File: config.mk
export PLATFORM = sky130hd
export DESIGN_NAME = motor_stall_and_timeout_monitor_core_flat
export DESIGN_NICKNAME = d
export VERILOG_FILES = /design/src/sv/msm_pkg.sv /design/src/sv/msm_ifs.sv /design/src/sv/msm_stall_lane.sv /design/src/sv/msm_merge.sv /design/src/sv/motor_stall_and_timeout_monitor_core.sv /design/src/flat_wrapper.sv
export SDC_FILE = /design/constraint.sdc
export NUM_CORES = 1
export LEC_CHECK = 0
export BUFFER_PORTS_ARGS = -buffer_cell sky130_fd_sc_hd__buf_2
export CAP_MARGIN = 40
export CORE_MARGIN = 10
export CORE_UTILIZATION = 30
export DETAILED_ROUTE_END_ITERATION = 8
export GPL_TIMING_DRIVEN = 1
export SLEW_MARGIN = 0
export SYNTH_ARGS = -nofsm -noshare
export SYNTH_HDL_FRONTEND = slang
export SYNTH_HIERARCHICAL = 1
export SYNTH_SLANG_ARGS = --single-unit
File: constraint.sdc
create_clock -name clk -period 6.89 [get_ports clk]
set_input_delay 0.689 -clock clk [delete_from_list [all_inputs] [get_ports clk]]
set_output_delay 0.689 -clock clk [all_outputs]
set_load 0.02 [all_outputs]
File: src/sv/msm_pkg.sv
`timescale 1ns / 1ps
// Shared types, codes and reset values for the stall and timeout monitor.
package msm_pkg;

	localparam int CFG_DATA_W = 16;
	localparam int CFG_IDX_W  = 2;

	localparam logic [15:0] CMD_TIMEOUT_RST = 16'd500;
	localparam logic [7:0]  PWM_THR_RST     = 8'd50;
	localparam logic [15:0] RPM_THR_RST     = 16'd10;
	localparam logic [15:0] STALL_DUR_RST   = 16'd1000;

	typedef enum logic [1:0] {
		OP_CHECK   = 2'd0,
		OP_COMMAND = 2'd1,
		OP_CLEAR   = 2'd2
	} op_t;

	typedef enum logic [1:0] {
		ERR_NONE        = 2'd0,
		ERR_TIMEOUT     = 2'd1,
		ERR_STALL_LEFT  = 2'd2,
		ERR_STALL_RIGHT = 2'd3
	} err_t;

	typedef enum logic [CFG_IDX_W-1:0] {
		REG_CMD_TIMEOUT = 2'd0,
		REG_PWM_THR     = 2'd1,
		REG_RPM_THR     = 2'd2,
		REG_STALL_DUR   = 2'd3
	} cfg_reg_t;

	// merge stage -> lane
	typedef struct packed {
		logic clear;
		logic commit;
	} lane_ctrl_t;

	// lane -> merge stage
	typedef struct packed {
		logic expire;
	} lane_stat_t;

endpackage

File: src/sv/msm_ifs.sv
`timescale 1ns / 1ps
// Valid/ready channel interfaces for input items and results.
interface msm_in_if;
	logic               valid;
	logic               ready;
	logic [1:0]         op;
	logic [31:0]        now_ms;
	logic [7:0]         drive_a;
	logic [7:0]         drive_b;
	logic signed [15:0] speed_a;
	logic signed [15:0] speed_b;

	modport source (
		output valid, op, now_ms, drive_a, drive_b, speed_a, speed_b,
		input  ready
	);
	modport sink (
		input  valid, op, now_ms, drive_a, drive_b, speed_a, speed_b,
		output ready
	);
endinterface

interface msm_out_if;
	logic       valid;
	logic       ready;
	logic       stop;
	logic [1:0] error_code;

	modport source (
		output valid, stop, error_code,
		input  ready
	);
	modport sink (
		input  valid, stop, error_code,
		output ready
	);
endinterface

File: src/sv/msm_stall_lane.sv
`timescale 1ns / 1ps
// One motor's stall detector: condition test and stall timer.
module msm_stall_lane
	import msm_pkg::*;
(
	input  logic               clk,
	input  logic               arst_n,
	input  logic [7:0]         drive,
	input  logic signed [15:0] speed,
	input  logic [31:0]        now_ms,
	input  logic [7:0]         pwm_thr,
	input  logic [15:0]        rpm_thr,
	input  logic [15:0]        stall_dur,
	input  lane_ctrl_t         ctrl,
	output lane_stat_t         stat
);

	logic        timing_q;
	logic [31:0] since_q;
	logic [16:0] speed_ext;
	logic [16:0] speed_mag;
	logic [31:0] elapsed;
	logic        stalling;
	logic        expire;

	assign speed_ext = {speed[15], speed};
	// -32768 maps to 32768, hence the extra bit
	assign speed_mag = speed[15] ? 17'(-speed_ext) : speed_ext;
	assign stalling  = (drive > pwm_thr) && (speed_mag < {1'b0, rpm_thr});
	assign elapsed   = now_ms - since_q;
	assign expire    = stalling && timing_q && (elapsed > {16'd0, stall_dur});

	assign stat.expire = expire;

	always_ff @(posedge clk or negedge arst_n) begin
		if (!arst_n) begin
			timing_q <= 1'b0;
		end else if (ctrl.clear) begin
			timing_q <= 1'b0;
		end else if (ctrl.commit) begin
			if (!stalling || expire)
				timing_q <= 1'b0;
			else
				timing_q <= 1'b1;
		end
	end

	// timestamp only matters while timing_q is set
	always_ff @(posedge clk) begin
		if (ctrl.commit && stalling && !timing_q)
			since_q <= now_ms;
	end

endmodule

File: src/sv/msm_merge.sv
`timescale 1ns / 1ps
// Timeout check, priority merge of lane results and the error latch.
module msm_merge
	import msm_pkg::*;
(
	input  logic        clk,
	input  logic        arst_n,
	input  logic        accept,
	input  logic [1:0]  op,
	input  logic [31:0] now_ms,
	input  logic [15:0] cmd_timeout,
	input  lane_stat_t  stat_a,
	input  lane_stat_t  stat_b,
	output lane_ctrl_t  ctrl_a,
	output lane_ctrl_t  ctrl_b,
	output logic        stop,
	output logic [1:0]  error_code
);

	logic [31:0] last_cmd_q;
	err_t        err_q;
	err_t        err_next;
	logic [31:0] since_cmd;
	logic        timeout;
	logic        is_check;
	logic        is_clear;

	assign since_cmd = now_ms - last_cmd_q;
	assign timeout   = since_cmd > {16'd0, cmd_timeout};
	assign is_check  = op_t'(op) == OP_CHECK;
	assign is_clear  = op_t'(op) == OP_CLEAR;

	// an earlier stop skips the later lanes, leaving their timers alone
	assign ctrl_a.clear  = accept && is_clear;
	assign ctrl_b.clear  = accept && is_clear;
	assign ctrl_a.commit = accept && is_check && !timeout;
	assign ctrl_b.commit = accept && is_check && !timeout && !stat_a.expire;

	always_comb begin
		err_next = err_q;
		unique case (op_t'(op))
			OP_CLEAR: err_next = ERR_NONE;
			OP_CHECK: begin
				if (timeout)
					err_next = ERR_TIMEOUT;
				else if (stat_a.expire)
					err_next = ERR_STALL_LEFT;
				else if (stat_b.expire)
					err_next = ERR_STALL_RIGHT;
			end
			default: err_next = err_q;
		endcase
	end

	assign stop       = is_check && (timeout || stat_a.expire || stat_b.expire);
	assign error_code = err_next;

	always_ff @(posedge clk or negedge arst_n) begin
		if (!arst_n) begin
			last_cmd_q <= '0;
			err_q      <= ERR_NONE;
		end else if (accept) begin
			err_q <= err_next;
			if (op_t'(op) == OP_COMMAND)
				last_cmd_q <= now_ms;
		end
	end

endmodule

File: src/sv/motor_stall_and_timeout_monitor_core.sv
`timescale 1ns / 1ps
// Each result is registered in the output register, or in the skid entry while
// out_ch is held. Throughput: one item per cycle while the skid is empty;
// all state updates in the accept cycle, and both stall lanes work in parallel
// with the timeout check in the merge. A two-entry output register (main plus
// skid) keeps in_ch ready while one result waits. Reset clears timers, error
// latch and command time, and loads the default thresholds; no clearing pass.
module motor_stall_and_timeout_monitor_core
	import msm_pkg::*;
(
	input  logic                  clk,
	input  logic                  arst_n,
	input  logic                  cfg_we,
	input  logic [CFG_IDX_W-1:0]  cfg_idx,
	input  logic [CFG_DATA_W-1:0] cfg_wdata,
	msm_in_if.sink                in_ch,
	msm_out_if.source             out_ch
);

	logic [15:0] cmd_timeout_q;
	logic [7:0]  pwm_thr_q;
	logic [15:0] rpm_thr_q;
	logic [15:0] stall_dur_q;

	always_ff @(posedge clk or negedge arst_n) begin
		if (!arst_n) begin
			cmd_timeout_q <= CMD_TIMEOUT_RST;
			pwm_thr_q     <= PWM_THR_RST;
			rpm_thr_q     <= RPM_THR_RST;
			stall_dur_q   <= STALL_DUR_RST;
		end else if (cfg_we) begin
			unique case (cfg_reg_t'(cfg_idx))
				REG_CMD_TIMEOUT: cmd_timeout_q <= cfg_wdata;
				REG_PWM_THR:     pwm_thr_q     <= cfg_wdata[7:0];
				REG_RPM_THR:     rpm_thr_q     <= cfg_wdata;
				REG_STALL_DUR:   stall_dur_q   <= cfg_wdata;
				default: ;
			endcase
		end
	end

	logic       accept;
	lane_ctrl_t ctrl_a, ctrl_b;
	lane_stat_t stat_a, stat_b;
	logic       res_stop;
	logic [1:0] res_err;

	logic       out_valid_q, skid_valid_q;
	logic       out_stop_q, skid_stop_q;
	logic [1:0] out_err_q, skid_err_q;
	logic       out_free;

	assign in_ch.ready = !skid_valid_q;
	assign accept      = in_ch.valid && in_ch.ready;

	msm_stall_lane u_lane_a (
		.clk       (clk),
		.arst_n    (arst_n),
		.drive     (in_ch.drive_a),
		.speed     (in_ch.speed_a),
		.now_ms    (in_ch.now_ms),
		.pwm_thr   (pwm_thr_q),
		.rpm_thr   (rpm_thr_q),
		.stall_dur (stall_dur_q),
		.ctrl      (ctrl_a),
		.stat      (stat_a)
	);

	msm_stall_lane u_lane_b (
		.clk       (clk),
		.arst_n    (arst_n),
		.drive     (in_ch.drive_b),
		.speed     (in_ch.speed_b),
		.now_ms    (in_ch.now_ms),
		.pwm_thr   (pwm_thr_q),
		.rpm_thr   (rpm_thr_q),
		.stall_dur (stall_dur_q),
		.ctrl      (ctrl_b),
		.stat      (stat_b)
	);

	msm_merge u_merge (
		.clk         (clk),
		.arst_n      (arst_n),
		.accept      (accept),
		.op          (in_ch.op),
		.now_ms      (in_ch.now_ms),
		.cmd_timeout (cmd_timeout_q),
		.stat_a      (stat_a),
		.stat_b      (stat_b),
		.ctrl_a      (ctrl_a),
		.ctrl_b      (ctrl_b),
		.stop        (res_stop),
		.error_code  (res_err)
	);

	assign out_free = !out_valid_q || out_ch.ready;

	// skid entry is older than any new transaction, so it drains first
	always_ff @(posedge clk or negedge arst_n) begin
		if (!arst_n) begin
			out_valid_q  <= 1'b0;
			skid_valid_q <= 1'b0;
		end else if (out_free) begin
			out_valid_q  <= skid_valid_q || accept;
			skid_valid_q <= 1'b0;
		end else if (accept) begin
			skid_valid_q <= 1'b1;
		end
	end

	always_ff @(posedge clk) begin
		if (out_free) begin
			if (skid_valid_q) begin
				out_stop_q <= skid_stop_q;
				out_err_q  <= skid_err_q;
			end else if (accept) begin
				out_stop_q <= res_stop;
				out_err_q  <= res_err;
			end
		end else if (accept) begin
			skid_stop_q <= res_stop;
			skid_err_q  <= res_err;
		end
	end

	assign out_ch.valid      = out_valid_q;
	assign out_ch.stop       = out_stop_q;
	assign out_ch.error_code = out_err_q;

endmodule

File: src/flat_wrapper.sv
// flat-port wrapper written by rule: the top's interface ports become plain ports
module motor_stall_and_timeout_monitor_core_flat import msm_pkg::*;
  (clk, arst_n, cfg_we, cfg_idx, cfg_wdata, in_ch_valid, in_ch_op, in_ch_now_ms, in_ch_drive_a, in_ch_drive_b, in_ch_speed_a, in_ch_speed_b, in_ch_ready, out_ch_valid, out_ch_stop, out_ch_error_code, out_ch_ready);
  msm_in_if in_ch_i ();
  msm_out_if out_ch_i ();
  input  logic clk;
  input  logic arst_n;
  input  logic cfg_we;
  input  logic [CFG_IDX_W-1:0] cfg_idx;
  input  logic [CFG_DATA_W-1:0] cfg_wdata;
  input wire logic [$bits(in_ch_i.valid)-1:0] in_ch_valid;
  input wire logic [$bits(in_ch_i.op)-1:0] in_ch_op;
  input wire logic [$bits(in_ch_i.now_ms)-1:0] in_ch_now_ms;
  input wire logic [$bits(in_ch_i.drive_a)-1:0] in_ch_drive_a;
  input wire logic [$bits(in_ch_i.drive_b)-1:0] in_ch_drive_b;
  input wire logic [$bits(in_ch_i.speed_a)-1:0] in_ch_speed_a;
  input wire logic [$bits(in_ch_i.speed_b)-1:0] in_ch_speed_b;
  output wire logic [$bits(in_ch_i.ready)-1:0] in_ch_ready;
  output wire logic [$bits(out_ch_i.valid)-1:0] out_ch_valid;
  output wire logic [$bits(out_ch_i.stop)-1:0] out_ch_stop;
  output wire logic [$bits(out_ch_i.error_code)-1:0] out_ch_error_code;
  input wire logic [$bits(out_ch_i.ready)-1:0] out_ch_ready;
  assign in_ch_i.valid = in_ch_valid;
  assign in_ch_i.op = in_ch_op;
  assign in_ch_i.now_ms = in_ch_now_ms;
  assign in_ch_i.drive_a = in_ch_drive_a;
  assign in_ch_i.drive_b = in_ch_drive_b;
  assign in_ch_i.speed_a = in_ch_speed_a;
  assign in_ch_i.speed_b = in_ch_speed_b;
  assign in_ch_ready = in_ch_i.ready;
  assign out_ch_valid = out_ch_i.valid;
  assign out_ch_stop = out_ch_i.stop;
  assign out_ch_error_code = out_ch_i.error_code;
  assign out_ch_i.ready = out_ch_ready;
  motor_stall_and_timeout_monitor_core u_core (.clk(clk), .arst_n(arst_n), .cfg_we(cfg_we), .cfg_idx(cfg_idx), .cfg_wdata(cfg_wdata), .in_ch(in_ch_i), .out_ch(out_ch_i));
endmodule
Word level (Yosys, flattened, before mapping)
Cells that the tools add are included.

Bits in registers: 164. Latch bits: 0. RAM bits: 0. ROM bits: 0. Input port bits: 105. Output and inout bits: 5. Logic and storage cells: 95. Memories: 0.

Add/subtract/negate cells: 5. Multiply operators: 0. Divide/modulo/power cells: 0. Order comparisons: 7. Equality and inequality tests: 5. Shifts and indexed selects: 0. Muxes and demuxes: 18. Bitwise operators: 1. Reduce and logical (&&, ||, !) cells: 43.

Operators by type and width (count): greater-than comparator 32 x 16 -> 1 bit (3); subtractor 32 bit (3); < comparator 17 x 16 -> 1 bit (2); two-way mux 17 bit (2); negator 17 bit (2); greater-than comparator 8 bit (2); logical AND 1 bit (16); AND reduction 2 bit (7); two-way mux 1 bit (10); two-way mux 2 bit (5); zero test 1 bit (8); nonzero test 2 bit (4); equality test 2 bit (second input constant) (3); logical OR 1 bit (6); equality test 2 x 1 -> 1 bit (second input constant) (2); zero test 2 bit (2); one-hot mux 2 bit (2 select lines) (1); NOT 1 bit (1).

Longest topological paths before layout
Gate-level depths: netlist of the first run.

Word-level depth: 12. Depth in mapped cells: 23. Mapped depth without buffers: 23.

By module
Netlist of the first run, hierarchy kept.

By module, submodules not included: msm_stall_lane (times used 2, cells an instance 544, area an instance 4564.4 um^2, sequential area each 985.9 um^2); msm_merge (times used 1, cells an instance 483, area an instance 3977.6 um^2, sequential area each 850.8 um^2); motor_stall_and_timeout_monitor_core (times used 1, cells an instance 139, area an instance 2438.6 um^2, sequential area each 1652.8 um^2).

Worst setup path after synthesis of the first run
No wires, ideal clock.

Kind: input to register. Start: in in_ch_now_ms[0]. End: reg u_core.u_lane_b.since_q[0] (enable). Setup time: 392 ps. Data arrival time: 5793 ps. Data required time: 6498 ps. Setup slack: 705 ps. Stages: 20. Path buffers: 0. Path through: inv_1 ha_1 fa_1 nor2b_4 o31a_1 nor2b_1 o31a_1 o21bai_1 xor2_1 ha_1 nand4_1 nor4_1 nor3_1 o31ai_1 nand4_1 a2111o_1 or4_1 or4_4 nor4_2 and3b_1.

RTL lines: from (decl) (RTL line flat_wrapper.sv:13) `input wire logic [$bits(in_ch_i.now_ms)-1:0] in_ch_now_ms;`; to (signal assigned) (RTL line msm_stall_lane.sv:51) `since_q <= now_ms;`; to (decl) (RTL line msm_stall_lane.sv:19) `logic [31:0] since_q;`.

==> results of run 1 <==
registers in the layout, summed over array words and instances, names as in the netlist, 2 cells and up:
| signal | count |
|---|---|
| u_core/u_lane_a/since_q | 32 |
| u_core/u_lane_b/since_q | 32 |
| u_core/u_merge/last_cmd_q | 32 |
| u_core/cmd_timeout_q | 16 |
| u_core/rpm_thr_q | 16 |
| u_core/stall_dur_q | 16 |
| u_core/pwm_thr_q | 8 |
| u_core/out_ch.error_code | 2 |
| u_core/skid_err_q | 2 |
| u_core/u_merge/err_q | 2 |
layout make-up:
cell class / count / area (sq um) / area share
Clock inverter: 11 / 78.8 / 0.00457
Antenna cell: 1 / 2.50 / 0.000145
Clock buffer: 21 / 462 / 0.0268
Timing Repair Buffer: 116 / 643 / 0.0373
Inverter: 218 / 818 / 0.0475
Tap cell: 680 / 851 / 0.0493
Multi-Input combinational cell: 1274 / 9910 / 0.575
Sequential cell: 164 / 4480 / 0.260
power by group through the flow:
stage / logic [mW] / clock network, mW / registers, mW
final: 1.47 / 0.900 / 1.23
after floorplan: 1.07 / 0 / 1.21
after CTS: 1.46 / 0.927 / 1.23
after global placement: 1.42 / 0 / 1.24
after detailed placement: 1.45 / 0 / 1.25
after global routing: 1.65 / 0.961 / 1.24
layer usage:
metal / vias up / part of all wire / wire length [microns] / GRT usage
met3: 74 / 0.042 / 1860 / 0.0219
met1: 6302 / 0.46 / 20500 / 0.183
met5: - / 0.00092 / 41 / 0
met4: 6 / 0.027 / 1200 / 0.0542
met2: 295 / 0.47 / 20900 / 0.239
li1: 6437 / - / - / -
worst register-to-register path, stage by stage, from the launching register on:
cell and delay (ns):
dfrtp_1 0.34, inv_1 0.05, ha_1 0.35, a21oi_1 0.27
o21ai_0 0.14, a21oi_1 0.58, nand2_1 0.14, xor2_1 0.18
ha_1 0.30, nand4_1 0.14, nor4_1 0.38, nor3_1 0.08
o31ai_1 0.10, nand4_1 0.15, a2111o_1 0.42, or4_1 0.52
or4_4 0.55, nor3_1 0.31, and3b_1 0.27, buf_12 0.23
synthesized netlist by cell type, drive strengths merged, types with 17 or more instances:
| cell type | instances |
|---|---|
| a21oi | 130 |
| xnor2 | 60 |
| a21o | 36 |
| mux2 | 92 |
| ha | 189 |
| nor4 | 18 |
| a211oi | 25 |
| xor2 | 18 |
| o21a | 29 |
| edfxtp | 70 |
| nor2b | 18 |
| nor2 | 85 |
| nor3 | 23 |
| nand2 | 119 |
| nand3 | 38 |
| inv | 218 |
| o21ai | 90 |
| dfstp | 17 |
| dfrtp | 77 |
| nand2b | 29 |
| nand4 | 34 |
| buf | 39 |
metrics by stage:
stage | util | instances | cell area (sq um)
5_1_grt | 0.336 | 2484 | 17200
2_1_floorplan | - | 1710 | 15500
3_5_place_dp | 0.326 | 2452 | 16700
6_report | 0.336 | 2485 | 17200
3_3_place_gp | 0.325 | 2450 | 16700
4_1_cts | 0.336 | 2484 | 17200
cells by family (layout without fill, tap and decap cells):
| group | Yosys count | count (layout) | share of synthesized area |
|---|---|---|---|
| buf+inv | 272 | 366 | 0.0745 |
| compound gates | 469 | 469 | 0.217 |
| fa+ha+maj | 192 | 192 | 0.156 |
| other cells | 0 | 1 | 0 |
| flops | 164 | 164 | 0.288 |
| simple gates | 440 | 440 | 0.152 |
| mux | 95 | 95 | 0.0686 |
| xor+xnor | 78 | 78 | 0.0439 |
final timing paths:
path                                                from                         end  slack [ns]  depth (start not counted)
hold reg to reg                  u_core/u_merge/err_q[1]     u_core/u_merge/err_q[1]        0.50                          1
max in group asynchronous                         arst_n     u_core/cmd_timeout_q[8]        5.75                          3
hold / removal                                    arst_n         u_core/pwm_thr_q[7]        0.10                          1
min in group clk                         in_ch_now_ms[0]  u_core/u_lane_b/since_q[0]        0.50                          1
setup / recovery                        in_ch_now_ms[10]  u_core/u_lane_a/since_q[1]        1.01                         19
setup reg to reg           u_core/u_merge/last_cmd_q[10]  u_core/u_lane_a/since_q[1]        1.06                         19
==> run metrics, run 1 <==
status complete, no violations; most common cell after layout, fill and taps aside inv_1; die height 248 microns; I/O Buffers 109; Sink Count 164; Residual DRC 0; crit path launch type input pin; routability congestion estimate 0.925; worst setup margin 1.01 ns; Boundary Pins 110; Area Overhead vs Synth 10.9%; most frequent cells in the layout inv_1, ha_1, nand2_1, a21oi_1, buf_2; sequence of cells on the critical path buf_2 > ha_1 > a21oi_1 > o21ai_0 > a21oi_1 > nand2_1 > xor2_1 > ha_1 > nand4_1 > nor4_1 > nor3_1 > o31ai_1 > nand4_1 > a2111o_1 > or4_1 > or4_4 > nor3_1 > and3b_1 > buf_12; Distinct cells, synth 97; CTS Buf Count 17; min cycle time layout 5.88 ns; max-cap violations 0; Horiz. Die Dim 248 microns; ys flop type dfrtp_1; skew final 0.00814 ns; CP max stage cell a21oi_1; Slew @ Worst Pin 0.852 ns; first-pass GRT wire length 70,400 microns; Post-CTS Setup Inserts 0; die area 61,300 sq um; HP Class in -> async; Setup CP Type in -> reg; worst slack at placement 0.551 ns; first-iteration detailed-routing DRC count 863; post-DP HPWL 36,500 microns; NetSw 1.35 mW; # resized after CTS 0; clock latency on the worst-skew pair 0.45 ns; family with the most delay on the worst path simple AND/OR/NAND/NOR gates; period utilisation layout 0.853; fraction of layout instances using a drive strength above 1 0.182; Post-synth EDFFs 70; initial core utilization 0.303; fill count 5,294; Final Hold Viols 0; post-route setup TNS 0 ns; final wirelength 44,500 microns; largest area contributor in the netlist ha_1; mean post-synth cell area 9.09 sq um; sw frac 0.376; FF+latch count, synth 164; sequential share of power 0.342; fmax 170 MHz; nets 2,088; Int Pwr 2.24 mW; Post-CTS Hold Buffers 0; gr usage total 0.143; Worst Path Max Fanout 32; Final Slew Violations 0; Worst Setup End Kind register; worst hold slack 0.101 ns; initial antenna violation count 3; Critical Path Max Stage Delay 0.58 ns; htree depth 4; Clock power frac 0.250; # rows 83; largest net degree at the start of global routing 47; clock tree buffer depth 2; endpoints failing setup 0; Overflow after GRT 0; Pleak 7.62 nW; Syn. warnings 6; Synth top area share 0.152; vias 13,100; Syn Nets 2,007; sequential area share after synthesis 0.288; instance count of the mapped netlist 1,710; FFs w/ async S/R, synth 0.573; RSZ-0062 raised after global routing false; Critical Path AT 6.02 ns; DR pass1 iterations 7; synth top area cells ha_1, edfxtp_1, dfrtp_1; Post-Synthesis Cell Area 15,500 sq um; Worst Path Required 7.03 ns; clock root cell clkbuf_16; Logic pwr share 0.408; core area 51,300 sq um; Routed Antenna Nets 0; TritonCTS clock tree built; DR WL/cell 17.9 microns; Worst Path Buf+Inv 2; Clock Pin Slew Worst Setup and Hold Paths 0.06 ns; vias in the first global route 13,300; vias per cell 5.28; Slew headroom 0.432; total power 3.59 mW; maximum VDD drop 0.201 mV; P per Cell Area 208 nW/um^2
Power figures use the tool's default switching activity.
==> run 2: changes to the inputs <==
--- a/config.mk
+++ b/config.mk
@@ -11,6 +11,7 @@
 export CORE_UTILIZATION = 30
 export DETAILED_ROUTE_END_ITERATION = 8
 export GPL_TIMING_DRIVEN = 1
+export PLACE_DENSITY_LB_ADDON = 0.15
 export SLEW_MARGIN = 0
 export SYNTH_ARGS = -nofsm -noshare
 export SYNTH_HDL_FRONTEND = slang
==> run 2 against run 1 <==
Critical endpoint is now u_core/u_lane_b/since_q[3]; sequential share of layout area down 0.13 points; largest cell class unchanged; register-to-register slack got worse by 0.34 ns; final cell count hardly changed; count of clock-buffer cells in the layout shrank 4.
==> run metrics, run 2 (synthesis results as in run 1) <==
Sink Count 164 (unchanged); clock root cell clkbuf_16 (unchanged); Worst Path Required 7.07 ns (was 7.03 ns); vias per cell 5.21 (was 5.28); Final Slew Violations 0 (unchanged); fill count 5,355 (was 5,294); Setup CP Type in -> reg (unchanged); GRT busiest layer met2 (unchanged); status complete, no violations (unchanged); period utilisation layout 0.897 (was 0.853); routability congestion estimate 0.899 (was 0.925); core area 51,300 sq um (unchanged); gr usage total 0.151 (was 0.143); Pleak 7.67 nW (was 7.62 nW); # rows 83 (unchanged); Post-Route Utilization 0.338 (was 0.336); Worst Path Buf+Inv 2 (unchanged); Post-CTS Hold Buffers 0 (unchanged); post-DP HPWL 37,500 microns (was 36,500 microns); maximum VDD drop 0.208 mV (was 0.201 mV); largest net degree at the start of global routing 57 (was 47); HP Class in -> async (unchanged); min cycle time layout 6.18 ns (was 5.88 ns); TritonCTS clock tree built (unchanged); Overflow after GRT 0 (unchanged); post-route setup TNS 0 ns (unchanged); initial antenna violation count 2 (was 3); fraction of layout instances using a drive strength above 1 0.186 (was 0.182); Residual DRC 0 (unchanged); CTS Buf Count 17 (unchanged); fmax 162 MHz (was 170 MHz); die height 248 microns (unchanged); htree depth 4 (unchanged); Critical Path Max Stage Delay 0.52 ns (was 0.58 ns); clock latency on the worst-skew pair 0.50 ns (was 0.45 ns); DR WL/cell 18.5 microns (was 17.9 microns); max-cap violations 0 (unchanged); GRT met3 Usage 0.0319 (was 0.0219); worst r2r src u_core/u_lane_a/since_q[4] (was u_core/u_merge/last_cmd_q[10]); family with the most delay on the worst path compound AO/OA/AOI/OAI gates (was simple AND/OR/NAND/NOR gates); Final Hold Viols 0 (unchanged); sequence of cells on the critical path buf_2 > ha_1 > a21o_1 > a211o_1 > o21a_1 > a21oi_2 > nand2_1 > a31oi_1 > xnor2_1 > ha_1 > a21oi_1 > o21ai_0 > a211oi_1 > o32ai_1 > a2111oi_2 > nand4_1 > nor4_2 > a21oi_1 > nor4_2 > and3b_1 > buf_4 (was buf_2 > ha_1 > a21oi_1 > o21ai_0 > a21oi_1 > nand2_1 > xor2_1 > ha_1 > nand4_1 > nor4_1 > nor3_1 > o31ai_1 > nand4_1 > a2111o_1 > or4_1 > or4_4 > nor3_1 > and3b_1 > buf_12); first-pass GRT wire length 72,200 microns (was 70,400 microns); # resized after CTS 0 (unchanged); DR pass1 iterations 5 (was 7); Multi-input gate area 9910 sq um (about the same); met2 GRT Util 0.249 (was 0.239); clock tree buffer depth 2 (unchanged); met1 Resource Use GR 0.194 (was 0.183); Area Overhead vs Synth 11.5% (was 10.9%); Diodes inserted 0 (was 1); I/O Buffers 109 (unchanged); Clock Pin Slew Worst Setup and Hold Paths 0.07 ns (was 0.06 ns); Top Registers u_core/u_lane_a/since_q x32, u_core/u_lane_b/since_q x32, u_core/u_merge/last_cmd_q x32 (unchanged); Worst Path Max Fanout 19 (was 32); Slew @ Worst Pin 0.796 ns (was 0.852 ns); Horiz. Die Dim 248 microns (unchanged); crit path launch type input pin (unchanged); total power 3.71 mW (was 3.59 mW); Worst Setup End Kind register (unchanged); most common cell after layout, fill and taps aside inv_1 (unchanged); vias in the first global route 13,000 (was 13,300); vias 12,900 (was 13,100); R2R Path End u_core/u_lane_b/since_q[3] (was u_core/u_lane_a/since_q[1]); Boundary Pins 110 (unchanged); endpoints failing setup 0 (unchanged); P per Cell Area 214 nW/um^2 (was 208 nW/um^2); Post-CTS Setup Inserts 0 (unchanged); most frequent cells in the layout inv_1, ha_1, nand2_1, a21oi_1, buf_2 (unchanged); CP max stage cell nor4_2 (was a21oi_1); reg2reg path depth 21 (was 19); Critical Path AT 6.36 ns (was 6.02 ns); RSZ-0062 raised after global routing false (unchanged); final wirelength 46,100 microns (was 44,500 microns); nets 2,091 (was 2,088); Slew headroom 0.456 (was 0.432); die area 61,300 sq um (unchanged); Routed Antenna Nets 0 (unchanged); skew final 0.0154 ns (was 0.00814 ns); initial core utilization 0.303 (unchanged); first-iteration detailed-routing DRC count 651 (was 863); Reg2Reg Setup Slack 0.72 ns (was 1.06 ns); Sequential cell area 4480 sq um (unchanged)
-- run 2: worst max-delay path by stage --
| stage | start | end | depth (start not counted) |
|---|---|---|---|
| 6_report | in_ch_now_ms[4] | u_core/u_lane_b/since_q[3] | 21 |
| 5_1_grt | u_core/u_lane_a/since_q[4] | u_core/u_lane_b/since_q[3] | 21 |
| 4_1_cts | u_core/u_lane_a/since_q[4] | u_core/u_lane_b/since_q[8] | 21 |
| 3_5_place_dp | in_ch_now_ms[4] | u_core/u_lane_b/since_q[0] | 21 |
| 3_3_place_gp | in_ch_now_ms[4] | u_core/u_lane_b/since_q[0] | 21 |
| 2_1_floorplan | in_ch_now_ms[0] | u_core/u_lane_b/since_q[0] | 20 |
-- run 2: layout make-up --
| class | instances | area share |
|---|---|---|
| clock buffers | 17 | 0.0245 |
| clock inverters | 15 | 0.0105 |
| inverters | 218 | 0.0472 |
| multi-input cells | 1274 | 0.572 |
| flip-flops and latches | 164 | 0.258 |
| well taps | 680 | 0.0491 |
| repair buffers | 119 | 0.0383 |
-- run 2: power by group --
part	total, mW	switching, mW	internal [mW]	leakage, nW
registers	1.23	0.0864	1.14	1.73
clock network	1.01	0.520	0.492	0.297
logic	1.47	0.848	0.620	5.64
-- run 2: per-layer routing --
metal,wire [microns],up-vias
met1,21900,6204
met5,34,-
met3,1750,47
met2,21600,255
li1,-,6438
met4,829,4
-- run 2: metrics by stage --
stage / area, sq um / hold WS [ns] / std cells / setup WS [ns]
floorplan: 15500 / 0.393 / 1710 / 0.705
global placement: 16700 / 0.477 / 2453 / 0.329
detailed placement: 16700 / 0.493 / 2455 / 0.250
CTS: 17300 / 0.110 / 2487 / 0.755
global route: 17300 / 0.136 / 2487 / 0.414
finish: 17300 / 0.130 / 2487 / 0.706
